File: config.mk
export PLATFORM = sky130hd
export DESIGN_NAME = double_size_digit_pixel_generator_unit
export DESIGN_NICKNAME = d
export VERILOG_FILES = /design/src/sv/dsd_pkg.sv /design/src/sv/dsd_scan.sv /design/src/sv/dsd_tail.sv /design/src/sv/double_size_digit_pixel_generator_unit.sv
export SDC_FILE = /design/constraint.sdc
export NUM_CORES = 1
export LEC_CHECK = 0
export BUFFER_PORTS_ARGS = -buffer_cell sky130_fd_sc_hd__buf_4
export CORE_UTILIZATION = 38
export CTS_BUF_LIST = sky130_fd_sc_hd__clkbuf_8 sky130_fd_sc_hd__clkbuf_16
export DETAILED_ROUTE_END_ITERATION = 10
export GPL_TIMING_DRIVEN = 1
export SLEW_MARGIN = 40
export SYNTH_ARGS = -nofsm -noshare
export SYNTH_HDL_FRONTEND = slang
export SYNTH_SLANG_ARGS = --single-unit
File: constraint.sdc
create_clock -name clk -period 5.2 [get_ports clk]
set_input_delay 1.04 -clock clk [delete_from_list [all_inputs] [get_ports clk]]
set_output_delay 1.04 -clock clk [all_outputs]
set_load 0.03 [all_outputs]
File: src/sv/dsd_pkg.sv
// Package: word types, glyph geometry and the digit font table.
package dsd_pkg;

    localparam int GLYPH_COLUMNS = 6;
    localparam int GLYPH_ROWS    = 8;
    localparam int FONT_COLS     = 5;
    localparam int COL_W         = $clog2(GLYPH_COLUMNS);
    localparam int ROW_W         = $clog2(GLYPH_ROWS);

    localparam logic [3:0] BLANK_CODE   = 4'd10;
    localparam logic [3:0] UNKNOWN_CODE = 4'd11;

    localparam logic [7:0] FONT_ROM [0:10][0:FONT_COLS-1] = '{
        '{8'h3E, 8'h51, 8'h49, 8'h45, 8'h3E},
        '{8'h00, 8'h42, 8'h7F, 8'h40, 8'h00},
        '{8'h72, 8'h49, 8'h49, 8'h49, 8'h46},
        '{8'h21, 8'h41, 8'h49, 8'h4D, 8'h33},
        '{8'h18, 8'h14, 8'h12, 8'h7F, 8'h10},
        '{8'h27, 8'h45, 8'h45, 8'h45, 8'h39},
        '{8'h3C, 8'h4A, 8'h49, 8'h49, 8'h31},
        '{8'h41, 8'h21, 8'h11, 8'h09, 8'h07},
        '{8'h36, 8'h49, 8'h49, 8'h49, 8'h36},
        '{8'h46, 8'h49, 8'h49, 8'h29, 8'h1E},
        '{8'h00, 8'h00, 8'h00, 8'h00, 8'h00}
    };

    typedef struct packed {
        logic [3:0] new_glyph;
        logic [3:0] prev_glyph;
        logic [7:0] origin_x;
        logic [7:0] origin_y;
    } in_word_t;

    typedef struct packed {
        logic [7:0] pixel_x;
        logic [7:0] pixel_y;
        logic       paint;
        logic       last_cmd;
    } out_word_t;

    // one scanned cell of the glyph
    typedef struct packed {
        logic [7:0] pixel_x;
        logic [7:0] pixel_y;
        logic       paint;
        logic       emit;
        logic       tail;
    } cell_t;

    // column byte of a glyph; codes above blank draw blank, spacing column is empty
    function automatic logic [7:0] font_col(logic [3:0] glyph, logic [COL_W-1:0] col);
        logic [3:0] g;
        logic [7:0] bits;
        g = (glyph > BLANK_CODE) ? BLANK_CODE : glyph;
        if (col >= COL_W'(FONT_COLS))
        begin
            bits = 8'h00;
        end
        else
        begin
            bits = FONT_ROM[g][col];
        end
        return bits;
    endfunction

endpackage

File: src/sv/dsd_scan.sv
// Cell scanner: column shift registers stepping one font bit per cycle while cell_ready is high.
module dsd_scan
    import dsd_pkg::*;
(
    input  logic     clk,
    input  logic     rst_n,
    input  logic     start,
    input  in_word_t start_word,
    output logic     idle,
    output logic     cell_valid,
    input  logic     cell_ready,
    output cell_t    scan_cell
);

    typedef enum logic {IDLE, RUN} state_t;

    localparam logic [COL_W-1:0] COL_LAST = COL_W'(GLYPH_COLUMNS - 1);
    localparam logic [ROW_W-1:0] ROW_LAST = ROW_W'(GLYPH_ROWS - 1);

    state_t           state_reg, state_next;
    logic [3:0]       new_reg, new_next;
    logic [3:0]       prev_reg, prev_next;
    logic             redraw_reg, redraw_next;
    logic [7:0]       x_reg, x_next;
    logic [7:0]       y_reg, y_next;
    logic [7:0]       oy_reg, oy_next;
    logic [COL_W-1:0] col_reg, col_next;
    logic [ROW_W-1:0] row_reg, row_next;
    logic [7:0]       now_sr_reg, now_sr_next;
    logic [7:0]       old_sr_reg, old_sr_next;
    logic             start_redraw;

    assign start_redraw = (start_word.prev_glyph >= UNKNOWN_CODE);

    always_comb
    begin
        state_next  = state_reg;
        new_next    = new_reg;
        prev_next   = prev_reg;
        redraw_next = redraw_reg;
        x_next      = x_reg;
        y_next      = y_reg;
        oy_next     = oy_reg;
        col_next    = col_reg;
        row_next    = row_reg;
        now_sr_next = now_sr_reg;
        old_sr_next = old_sr_reg;
        unique case (state_reg)
            IDLE:
            begin
                if (start)
                begin
                    state_next  = RUN;
                    new_next    = start_word.new_glyph;
                    prev_next   = start_word.prev_glyph;
                    redraw_next = start_redraw;
                    x_next      = start_word.origin_x;
                    y_next      = start_word.origin_y;
                    oy_next     = start_word.origin_y;
                    col_next    = '0;
                    row_next    = '0;
                    now_sr_next = font_col(start_word.new_glyph, '0);
                    old_sr_next = start_redraw ? 8'h00 : font_col(start_word.prev_glyph, '0);
                end
            end
            RUN:
            begin
                if (cell_ready)
                begin
                    if (row_reg == ROW_LAST)
                    begin
                        if (col_reg == COL_LAST)
                        begin
                            state_next = IDLE;
                        end
                        else
                        begin
                            col_next    = col_reg + 1'b1;
                            row_next    = '0;
                            x_next      = x_reg + 8'd2;
                            y_next      = oy_reg;
                            now_sr_next = font_col(new_reg, col_reg + 1'b1);
                            old_sr_next = redraw_reg ? 8'h00
                                                     : font_col(prev_reg, col_reg + 1'b1);
                        end
                    end
                    else
                    begin
                        row_next    = row_reg + 1'b1;
                        y_next      = y_reg + 8'd2;
                        now_sr_next = {1'b0, now_sr_reg[7:1]};
                        old_sr_next = {1'b0, old_sr_reg[7:1]};
                    end
                end
            end
            default:
            begin
                state_next = IDLE;
            end
        endcase
    end

    always_ff @(posedge clk or negedge rst_n)
    begin
        if (!rst_n)
        begin
            state_reg  <= IDLE;
            new_reg    <= '0;
            prev_reg   <= '0;
            redraw_reg <= 1'b0;
            x_reg      <= '0;
            y_reg      <= '0;
            oy_reg     <= '0;
            col_reg    <= '0;
            row_reg    <= '0;
            now_sr_reg <= '0;
            old_sr_reg <= '0;
        end
        else
        begin
            state_reg  <= state_next;
            new_reg    <= new_next;
            prev_reg   <= prev_next;
            redraw_reg <= redraw_next;
            x_reg      <= x_next;
            y_reg      <= y_next;
            oy_reg     <= oy_next;
            col_reg    <= col_next;
            row_reg    <= row_next;
            now_sr_reg <= now_sr_next;
            old_sr_reg <= old_sr_next;
        end
    end

    assign idle              = (state_reg == IDLE);
    assign cell_valid        = (state_reg == RUN);
    assign scan_cell.pixel_x = x_reg;
    assign scan_cell.pixel_y = y_reg;
    assign scan_cell.paint   = now_sr_reg[0];
    assign scan_cell.emit    = redraw_reg | (now_sr_reg[0] ^ old_sr_reg[0]);
    assign scan_cell.tail    = (row_reg == ROW_LAST) && (col_reg == COL_LAST);

endmodule

File: src/sv/dsd_tail.sv
// Output stage: one-word hold-back so the final command of a glyph carries last_cmd.
module dsd_tail
    import dsd_pkg::*;
(
    input  logic      clk,
    input  logic      rst_n,
    input  logic      cell_valid,
    output logic      cell_ready,
    input  cell_t     scan_cell,
    output logic      out_valid,
    input  logic      out_ready,
    output out_word_t out_word
);

    logic      pend_valid_reg, pend_valid_next;
    out_word_t pend_reg, pend_next;
    logic      flush_reg, flush_next;
    logic      out_valid_reg, out_valid_next;
    out_word_t out_reg, out_next;
    logic      slot_free;
    logic      take;
    out_word_t cell_word;

    assign slot_free  = !out_valid_reg || out_ready;
    assign cell_ready = slot_free && !flush_reg;
    assign take       = cell_valid && cell_ready;

    assign cell_word.pixel_x  = scan_cell.pixel_x;
    assign cell_word.pixel_y  = scan_cell.pixel_y;
    assign cell_word.paint    = scan_cell.paint;
    assign cell_word.last_cmd = 1'b0;

    always_comb
    begin
        pend_valid_next = pend_valid_reg;
        pend_next       = pend_reg;
        flush_next      = flush_reg;
        out_valid_next  = out_valid_reg && !out_ready;
        out_next        = out_reg;
        if (flush_reg && slot_free)
        begin
            out_valid_next    = 1'b1;
            out_next          = pend_reg;
            out_next.last_cmd = 1'b1;
            pend_valid_next   = 1'b0;
            flush_next        = 1'b0;
        end
        else if (take)
        begin
            if (scan_cell.emit)
            begin
                if (pend_valid_reg)
                begin
                    out_valid_next  = 1'b1;
                    out_next        = pend_reg;
                    pend_next       = cell_word;
                    flush_next      = scan_cell.tail;
                end
                else if (scan_cell.tail)
                begin
                    out_valid_next    = 1'b1;
                    out_next          = cell_word;
                    out_next.last_cmd = 1'b1;
                end
                else
                begin
                    pend_valid_next = 1'b1;
                    pend_next       = cell_word;
                end
            end
            else if (scan_cell.tail && pend_valid_reg)
            begin
                out_valid_next    = 1'b1;
                out_next          = pend_reg;
                out_next.last_cmd = 1'b1;
                pend_valid_next   = 1'b0;
            end
        end
    end

    always_ff @(posedge clk or negedge rst_n)
    begin
        if (!rst_n)
        begin
            pend_valid_reg <= 1'b0;
            pend_reg       <= '0;
            flush_reg      <= 1'b0;
            out_valid_reg  <= 1'b0;
            out_reg        <= '0;
        end
        else
        begin
            pend_valid_reg <= pend_valid_next;
            pend_reg       <= pend_next;
            flush_reg      <= flush_next;
            out_valid_reg  <= out_valid_next;
            out_reg        <= out_next;
        end
    end

    assign out_valid = out_valid_reg;
    assign out_word  = out_reg;

endmodule

File: src/sv/double_size_digit_pixel_generator_unit.sv
// Top level: double-size digit pixel generator, scanner plus output stage.
// Throughput: one word per glyph; a glyph scans 6 x 8 cells, one cell a cycle while the output
//   stage takes cells, and the next word is taken only once the scan of the previous one is done.
// Output: the final command carries last_cmd; when the final cell emits behind a held command,
//   the held one goes out first and the final one is flushed from the hold register; other
//   commands wait for the next emitted cell of the glyph. A stalled output freezes the scan.
// Reset: asynchronous, active low; clears scanner state and output valid.
module double_size_digit_pixel_generator_unit
    import dsd_pkg::*;
(
    input  logic      clk,
    input  logic      rst_n,
    input  logic      in_valid,
    output logic      in_ready,
    input  in_word_t  in_word,
    output logic      out_valid,
    input  logic      out_ready,
    output out_word_t out_word
);

    logic  scan_idle;
    logic  cell_valid;
    logic  cell_ready;
    cell_t scan_cell;
    logic  in_fire;

    assign in_ready = scan_idle;
    assign in_fire  = in_valid && in_ready;

    dsd_scan u_scan (
        .clk        (clk),
        .rst_n      (rst_n),
        .start      (in_fire),
        .start_word (in_word),
        .idle       (scan_idle),
        .cell_valid (cell_valid),
        .cell_ready (cell_ready),
        .scan_cell  (scan_cell)
    );

    dsd_tail u_tail (
        .clk        (clk),
        .rst_n      (rst_n),
        .cell_valid (cell_valid),
        .cell_ready (cell_ready),
        .scan_cell  (scan_cell),
        .out_valid  (out_valid),
        .out_ready  (out_ready),
        .out_word   (out_word)
    );

    a_busy_after_accept: assert property (@(posedge clk) disable iff (!rst_n)
        in_fire |=> !in_ready)
        else $error("scanner not busy after accepting a word");

    a_idle_after_tail: assert property (@(posedge clk) disable iff (!rst_n)
        (cell_valid && cell_ready && scan_cell.tail) |=> in_ready)
        else $error("scanner not idle after final cell");

    a_no_cell_when_idle: assert property (@(posedge clk) disable iff (!rst_n)
        in_ready |-> !cell_valid)
        else $error("cell presented while scanner idle");

endmodule

==> impl_metrics.env, run 1 <==
export IMPL_cts_resized=0
export IMPL_hold_ws_ps=477.9
export IMPL_h_tree_depth=3
export IMPL_grt_pass1_wl_um=28280
export IMPL_antenna_cells=0
export IMPL_io_buffer_count=47
export IMPL_multi_input_area_um2=3817
export IMPL_top_layer="met4"
export IMPL_grt_pass1_vias=5259
export IMPL_ys_ff_latch=92
export IMPL_dr_pass1_iters=5
export IMPL_fin_skew_ps=10.42
export IMPL_grt_antenna_before_repair=0
export IMPL_path_class="register to register"
export IMPL_die_x_um=132.3
export IMPL_synth_top_cell_by_area="dfrtp_1"
export IMPL_dr_wl_met2_um=8269
export IMPL_largest_reg_flops=18
export IMPL_preCtsSetupSlack_ps=2034
export IMPL_layout_drive_gt1_share=0.1493
export IMPL_async_flop_share=1.000
export IMPL_core_um2=16580
export IMPL_dpl_hpwl_um=12310
export IMPL_fin_ws_ps=2168
export IMPL_end_kind="register"
export IMPL_status="finished clean"
export IMPL_die_area_um2=17520
export IMPL_layout_commonest_cell="nand2_1"
export IMPL_num_vias=5641
export IMPL_syn_inst=757
export IMPL_rsz0062_at_grt="no"
export IMPL_clk_root_buffer_cell="clkbuf_16"
export IMPL_cts_tree="built"
export IMPL_drt_iter0_drc=378
export IMPL_crit_arrival_ps=3310
export IMPL_die_h_um=132.3
export IMPL_cts_setup_buffers=0
export IMPL_syn_nets=814
export IMPL_clk_pin_slew_ps=60
export IMPL_hold_buffers=0
export IMPL_finalWeightedCongestion=0.9290
export IMPL_fin_nets=830
export IMPL_avgSynthCellArea_um2=8.529
export IMPL_utilization=0.4340
export IMPL_yosysTopAreaCellShare=0.3566
export IMPL_finalSetupViolations=0
export IMPL_synth_cell_types=70
export IMPL_ios=48
export IMPL_grt_total_usage=0.1994
export IMPL_timing_fmax_mhz=329.9
export IMPL_place_area_um2=6923
export IMPL_final_antenna_net_count=0
export IMPL_wl_met3_um=611
export IMPL_max_slew_worst_pin_slew_ps=810.2
export IMPL_clk_latency_ps=340
export IMPL_grt_max_degree=60
export IMPL_wl_met1_um=8037
export IMPL_synth_edf_count=0
export IMPL_rows=47
export IMPL_final_cell_mix="95 x nand2_1, 92 x dfrtp_1, 72 x nor2_1"
export IMPL_cts_sinks=92
export IMPL_drc_errors=0
export IMPL_grt_ovfl_total=0
export IMPL_fillers=1689
export IMPL_max_cap_violations=0
export IMPL_start_kind="register"
export IMPL_crit_required_ps=5470
export IMPL_ys_seq_area_frac=0.3566
export IMPL_final_max_slew_viol_count=0
export IMPL_tns_ps=0
export IMPL_syn_cell_area_um2=6456
export IMPL_powerDensity_nw_per_um2=529.0
export IMPL_ys_flop_type="dfrtp_1"
export IMPL_clockBufferDepth=2
export IMPL_min_period_ps=3032
export IMPL_peakVddDrop_uv=219.6
export IMPL_min_path_type="register to register"
export IMPL_cts_buffers_inserted=9
export IMPL_wl_um=17150
export IMPL_routedWlPerCell_um=17.21
export IMPL_cp_max_fo=39
export IMPL_max_slew_margin_rel=0.4579
export IMPL_period_share=0.5830
export IMPL_area_delta_synth_final_pct=11.47
export IMPL_hold_violations=0
export IMPL_yosys_top_cells_area="dfrtp_1 36%, ha_1 5.6%, nand2_1 5.5%"
export IMPL_vias_per_cell=5.658
export IMPL_ff_latch_area_um2=2302
export IMPL_leakagePower_nw=3.064
export IMPL_initial_utilization=0.3893
export IMPL_yosysWarnings=0
export IMPL_fin_area_um2=7197
==> worst paths after layout <==
check | start | endpoint | slack [ps] | cells past startpoint
min reg2reg | u_scan.oy_reg[1]$_DFFE_PN0P_ | u_scan.oy_reg[1]$_DFFE_PN0P_ | 480 | 2
max | u_scan.col_reg[0]$_DFFE_PN0P_ | u_scan.now_sr_reg[2]$_DFFE_PN0P_ | 2170 | 7
max reg2reg | u_scan.col_reg[0]$_DFFE_PN0P_ | u_scan.now_sr_reg[2]$_DFFE_PN0P_ | 2170 | 7
min | u_scan.oy_reg[1]$_DFFE_PN0P_ | u_scan.oy_reg[1]$_DFFE_PN0P_ | 480 | 2
min in group asynchronous | rst_n | u_tail.out_word[7]$_DFFE_PN0P_ | 670 | 1
max in group asynchronous | rst_n | u_tail.out_word[11]$_DFFE_PN0P_ | 3680 | 2
==> metrics by stage <==
| step | instances | power (W) |
|---|---|---|
| floorplan | 757 | 0.002678 |
| CTS | 997 | 0.003805 |
| global placement | 980 | 0.003154 |
| global route | 997 | 0.004081 |
| finish | 997 | 0.003807 |
| detailed placement | 982 | 0.003189 |
==> layer usage <==
metal	track usage	vias to the layer above
met3	0.02115	20
met4	0.05811	0
met5	0	-
met1	0.2727	2719
li1	-	2763
met2	0.3322	139
==> logic make-up (layout without fill, tap and decap cells) <==
group	Yosys count	in the layout	synth area share
AND/OR/NAND/NOR	263	263	0.1882
AO/OA/AOI/OAI	242	242	0.2471
flip-flops	92	92	0.3566
buffers and inverters	76	96	0.05659
multiplexers	51	51	0.08876
adder cells (fa/ha/maj)	29	29	0.05620
XOR/XNOR	4	4	0.006591
==> final cells by class <==
| type | count | area share |
|---|---|---|
| Clock inverter | 6 | 0.005563 |
| Inverter | 23 | 0.01200 |
| Tap cell | 220 | 0.03825 |
| Clock buffer | 9 | 0.03129 |
| Timing Repair Buffer | 58 | 0.06259 |
| Multi-Input combinational cell | 589 | 0.5304 |
| Sequential cell | 92 | 0.3199 |
==> cells in the mapped netlist (8+ instances only) <==
cell type / number
nand2_1: 95
dfrtp_1: 92
nor2_1: 72
a21oi_1: 65
o21ai_0: 61
mux2i_1: 31
ha_1: 29
clkbuf_1: 25
inv_1: 22
nand2b_1: 22
buf_2: 17
nand3_1: 16
nor2b_1: 16
a31oi_1: 11
mux2_2: 10
mux2_4: 10
nor3_1: 9
o22ai_1: 9
a21o_1: 8
==> critical path, cell delays in order, from the launching register on <==
cell	delay [ps]
dfrtp_1	320
buf_4	350
inv_1	240
ha_1	640
nor2b_1	550
nand2_1	280
o41ai_1	390
o22a_1	190
==> where the power goes <==
part           internal [W]  leakage (nW)  switching [W]
registers          0.000978          1.08       0.000239
logic              0.000814          1.85        0.00117
clock network      0.000322         0.132       0.000285
No activity file was read; power rests on OpenSTA's default activity.
==> inputs of run 2 (changes only) <==
Clock period 5.2 ns to 3 ns, I/O delays scaled along.
==> impl_metrics.env, run 2 (synthesis results as in run 1) <==
export IMPL_dp_cells=998
export IMPL_hold_buffers=0
export IMPL_status="finished clean"
export IMPL_grt_pass1_wl_um=28880
export IMPL_max_slew_worst_pin_slew_ps=759.3
export IMPL_clk_root_buffer_cell="clkbuf_16"
export IMPL_crit_required_ps=3280
export IMPL_h_tree_depth=3
export IMPL_area_delta_synth_final_pct=13.53
export IMPL_vias_per_cell=5.555
export IMPL_pwr_share_seq=0.309
export IMPL_swShare=0.4399
export IMPL_utilization=0.4420
export IMPL_min_period_ps=2483
export IMPL_start_kind="register"
export IMPL_final_max_slew_viol_count=0
export IMPL_finalSetupViolations=0
export IMPL_cts_buffers_inserted=9
export IMPL_fin_nets=846
export IMPL_period_share=0.8277
export IMPL_power_frac_clock=0.165
export IMPL_power_frac_comb=0.526
export IMPL_hold_violations=0
export IMPL_hold_ws_ps=136.2
export IMPL_clockBufferDepth=2
export IMPL_grt_antenna_before_repair=0
export IMPL_end_kind="register"
export IMPL_ios=48
export IMPL_peakVddDrop_uv=488.2
export IMPL_r2r_cells=8
export IMPL_grt_max_degree=45
export IMPL_path_class="register to register"
export IMPL_num_vias=5633
export IMPL_crit_arrival_ps=2770
export IMPL_top_layer="met4"
export IMPL_final_antenna_net_count=0
export IMPL_cts_setup_buffers=0
export IMPL_leakagePower_nw=3.145
export IMPL_cts_sinks=92
export IMPL_clk_pin_slew_ps=70
export IMPL_dr_pass1_iters=5
export IMPL_layout_commonest_cell="nand2_1"
export IMPL_timing_fmax_mhz=402.7
export IMPL_p_int_w=0.003748
export IMPL_drc_errors=0
export IMPL_max_cap_violations=0
export IMPL_grt_pass1_vias=5468
export IMPL_initial_utilization=0.3893
export IMPL_min_path_type="primary input to asynchronous set/reset pin"
export IMPL_layout_drive_gt1_share=0.1650
export IMPL_fin_skew_ps=9.466
export IMPL_max_slew_margin_rel=0.4919
export IMPL_die_area_um2=17520
export IMPL_fillers=1658
export IMPL_rsz0062_at_grt="no"
export IMPL_antenna_cells=0
export IMPL_largest_reg_flops=18
export IMPL_powerDensity_nw_per_um2=913.0
export IMPL_dpl_hpwl_um=12710
export IMPL_wl_um=17290
export IMPL_routedWlPerCell_um=17.05
export IMPL_switchingPower_w=0.002944
export IMPL_final_cell_mix="95 x nand2_1, 92 x dfrtp_1, 72 x nor2_1, 72 x buf_4, 65 x a21oi_1"
export IMPL_cp_max_fo=9
export IMPL_tns_ps=0
export IMPL_cts_resized=0
export IMPL_grt_total_usage=0.2059
export IMPL_rows=47
export IMPL_drt_iter0_drc=412
export IMPL_clk_latency_ps=350
export IMPL_die_h_um=132.3
export IMPL_core_um2=16580
export IMPL_io_buffer_count=47
export IMPL_wl_met3_um=647
export IMPL_wl_met1_um=8214
export IMPL_instances_no_fill=1014
export IMPL_die_x_um=132.3
export IMPL_finalWeightedCongestion=0.8982
export IMPL_cts_tree="built"
export IMPL_grt_ovfl_total=0
export IMPL_dr_wl_met2_um=8099
run 2: changes by cell type in the layout (fill, tap and decap cells not counted):
cell,before,now
nor3b_2,1,0
clkbuf_8,0,1
buf_6,2,0
clkinvlp_4,1,2
clkinv_2,3,1
buf_12,0,1
xnor2_1,0,1
xnor2_2,1,0
nor3b_1,1,2
clkinv_4,0,1
buf_4,55,72
run 2: path summary, 6_finish.rpt:
check / startpoint / end / slack [ps]
max: u_scan.prev_reg[1]$_DFFE_PN0P_ / u_scan.old_sr_reg[6]$_DFFE_PN0P_ / 520
min: rst_n / u_tail.out_word[10]$_DFFE_PN0P_ / 140
max reg2reg: u_scan.prev_reg[1]$_DFFE_PN0P_ / u_scan.old_sr_reg[6]$_DFFE_PN0P_ / 520
min reg2reg: u_scan.row_reg[1]$_DFFE_PN0P_ / u_scan.row_reg[1]$_DFFE_PN0P_ / 470
max in group asynchronous: rst_n / u_scan.now_sr_reg[0]$_DFFE_PN0P_ / 2150
min in group clk: in_word[8] / u_scan.x_reg[0]$_DFFE_PN0P_ / 440
run 2: layer usage:
metal  GRT usage  vias to the layer above
met4     0.06769                        0
met1      0.2803                     2696
li1            -                     2782
met5           0                        -
met2      0.3348                      130
met3     0.02999                       25
run 2: through the flow:
step                      worst slack (ps)  instance area (µm²)  power, W
after floorplan                      699.3                 6456  0.004642
after global placement               550.7                 7022  0.005519
after detailed placement             543.0                 7044  0.005572
after CTS                            520.9                 7330  0.006699
after global routing                 318.2                 7330  0.007179
final                                516.9                 7330  0.006692
run 2: worst max-delay path: stages, from the launching register on:
cell      delay, ps
dfrtp_1         470
o21ai_0         430
and2_1          280
ha_1            330
o21ai_0         240
o211a_1         180
a21oi_1          50
a211oi_1        280
o22a_1          170
run 2: cell type report:
class,count,area [µm²],share of cell area
multi-input combinational,589,3805,0.5191
tap,220,275.3,0.03756
sequential,92,2302,0.3141
timing repair buffer,74,575.6,0.07853
inverter,23,86.33,0.01178
clock buffer,10,239.0,0.03260
clock inverter,6,46.29,0.006316
run 2: power groups by stage:
stage | Clock, W | Sequential (W) | Combinational (W)
4_1_cts | 0.00112 | 0.00207 | 0.00351
6_report | 0.00110 | 0.00207 | 0.00352
5_1_grt | 0.00118 | 0.00213 | 0.00387
2_1_floorplan | 0 | 0.00219 | 0.00246
3_3_place_gp | 0 | 0.00208 | 0.00344
3_5_place_dp | 0 | 0.00209 | 0.00349
==> inputs of run 3 (changes only) <==
Settings changed: ABC_AREA set to 1.
Clock period 3 ns to 2.6 ns, I/O delays scaled along.
==> impl_metrics.env, run 3 <==
export IMPL_drt_iter0_drc=487
export IMPL_cp_num_cells=3
export IMPL_crit_arrival_ps=1780
export IMPL_cts_buffers_inserted=9
export IMPL_status="finished clean"
export IMPL_p_int_w=0.004697
export IMPL_yosysTopAreaCellShare=0.3696
export IMPL_avgSynthCellArea_um2=7.070
export IMPL_max_slew_worst_pin_slew_ps=656.9
export IMPL_r2r_cells=11
export IMPL_fin_skew_ps=8.678
export IMPL_grt_ovfl_total=0
export IMPL_start_kind="register"
export IMPL_ys_seq_area_frac=0.3696
export IMPL_period_share=0.8835
export IMPL_die_area_um2=16910
export IMPL_synth_common_cells="222 x nand2_1, 101 x nor2_1, 92 x dfrtp_1"
export IMPL_dr_pass1_iters=5
export IMPL_cts_sinks=92
export IMPL_synth_edf_count=0
export IMPL_power_frac_clock=0.134
export IMPL_grt_max_degree=40
export IMPL_dpl_hpwl_um=11730
export IMPL_min_path_type="primary input to asynchronous set/reset pin"
export IMPL_synth_cell_types=38
export IMPL_vias_per_cell=5.144
export IMPL_final_cell_mix="222 x nand2_1, 100 x nor2_1, 92 x dfrtp_1"
export IMPL_tns_ps=0
export IMPL_yosys_top_cells_area="dfrtp_1 37%, nand2_1 13%, nor2_1 6.1%"
export IMPL_num_vias=5885
export IMPL_clockBufferDepth=2
export IMPL_ys_ff_latch=92
export IMPL_finalSetupViolations=0
export IMPL_grt_total_usage=0.2038
export IMPL_cp_slowest_cell="dfrtp_1"
export IMPL_switchingPower_w=0.004723
export IMPL_cts_resized=0
export IMPL_cpMostUsedCell="buf_4"
export IMPL_rows=46
export IMPL_syn_inst=881
export IMPL_initial_utilization=0.3907
export IMPL_grt_antenna_before_repair=0
export IMPL_min_period_ps=2297
export IMPL_grt_pass1_wl_um=27360
export IMPL_peakVddDrop_uv=514.3
export IMPL_final_max_slew_viol_count=0
export IMPL_die_x_um=130.0
export IMPL_rr_startpoint="u_scan.prev_reg[2]$_DFFE_PN0P_"
export IMPL_final_antenna_net_count=0
export IMPL_cpPeakStageDelay_ps=750
export IMPL_max_slew_margin_rel=0.5610
export IMPL_die_h_um=130.0
export IMPL_wl_um=15920
export IMPL_antenna_cells=0
export IMPL_area_delta_synth_final_pct=14.08
export IMPL_crit_family="flip-flops"
export IMPL_yosysMostFrequentCell="nand2_1"
export IMPL_finalWeightedCongestion=0.9569
export IMPL_power_frac_comb=0.593
export IMPL_syn_nets=938
export IMPL_syn_cell_area_um2=6228
export IMPL_core_um2=15940
export IMPL_powerDensity_nw_per_um2=1326
export IMPL_ys_flop_type="dfrtp_1"
export IMPL_fin_ws_ps=302.9
export IMPL_io_buffer_count=47
export IMPL_routedWlPerCell_um=13.92
export IMPL_h_tree_depth=3
export IMPL_hold_violations=0
export IMPL_power_w=0.009421
export IMPL_clk_root_buffer_cell="clkbuf_16"
export IMPL_crit_required_ps=2080
export IMPL_pwr_share_seq=0.273
export IMPL_swShare=0.5014
export IMPL_clk_pin_slew_ps=70
export IMPL_cts_tree="built"
export IMPL_clk_latency_ps=350
export IMPL_path_cells="inv_2 -> buf_4 -> buf_4"
export IMPL_layout_drive_gt1_share=0.1552
export IMPL_cts_setup_buffers=0
export IMPL_timing_fmax_mhz=435.3
export IMPL_drc_errors=0
export IMPL_yosysWarnings=0
export IMPL_critPathBufInv=3
export IMPL_hold_buffers=0
export IMPL_max_cap_violations=0
export IMPL_largest_reg_flops=18
export IMPL_fin_nets=980
export IMPL_utilization=0.4457
export IMPL_grt_pass1_vias=5495
export IMPL_cp_max_fo=15
export IMPL_async_flop_share=1.000
export IMPL_synth_top_cell_by_area="dfrtp_1"
export IMPL_end_kind="output port"
export IMPL_cp_startpoint="u_scan.cell_valid$_DFF_PN0_"
export IMPL_layout_commonest_cell="nand2_1"
export IMPL_preCtsSetupSlack_ps=382.6
export IMPL_leakagePower_nw=3.469
export IMPL_path_class="register to output port"
export IMPL_rsz0062_at_grt="no"
export IMPL_ios=48
==> run 3: cell type report <==
cell class / instances / area [µm²]
clock buffer: 9 / 225.2
fill: 1658 / 8837
timing repair buffer: 68 / 523.0
clock inverter: 7 / 55.05
multi-input combinational: 660 / 3385
inverter: 92 / 345.3
sequential: 92 / 2302
tap: 216 / 270.3
==> run 3: cell families (layout without fill, tap and decap cells) <==
family          Yosys count  in the layout  share of synthesized area
buf+inv                 129            176                    0.08738
flops                    92             92                     0.3696
fa+ha+maj                29             29                    0.05826
simple gates            430            430                     0.2931
mux                       1              1                   0.001808
compound gates          194            194                     0.1814
xor+xnor                  6              6                   0.008437
==> run 3: metrics by stage <==
step	hold WS, ps	cells	area, µm²
6_report	142.9	1144	7106
5_1_grt	177.7	1144	7106
3_3_place_gp	466.5	1128	6825
4_1_cts	164.2	1144	7106
3_5_place_dp	468.9	1128	6825
2_1_floorplan	224.4	881	6228
==> run 3: power by group through the flow <==
stage	sequential, W	clock, W	combinational [W]
finish	0.00257	0.00126	0.00559
global route	0.00267	0.00135	0.00633
CTS	0.00257	0.00129	0.00558
detailed placement	0.00259	0	0.00555
global placement	0.00257	0	0.00560
floorplan	0.00273	0	0.00405
==> run 3: worst paths after layout <==
| kind | endpoint | slack [ps] |
|---|---|---|
| max in group asynchronous | u_tail.out_word[9]$_DFFE_PN0P_ | 1810 |
| max | in_ready | 300 |
| min in group clk | u_scan.oy_reg[4]$_DFFE_PN0P_ | 430 |
| min | u_scan.new_reg[2]$_DFFE_PN0P_ | 140 |
| max reg2reg | u_scan.old_sr_reg[5]$_DFFE_PN0P_ | 370 |
| min reg2reg | u_scan.row_reg[0]$_DFFE_PN0P_ | 480 |
==> run 3: layer usage <==
layer | up-vias | routed length, µm | track usage
met5 | - | 0 | 0
met3 | 28 | 844 | 0.03239
met1 | 2686 | 7664 | 0.2942
li1 | 2962 | - | -
met2 | 209 | 7121 | 0.3126
met4 | 0 | 291 | 0.06019
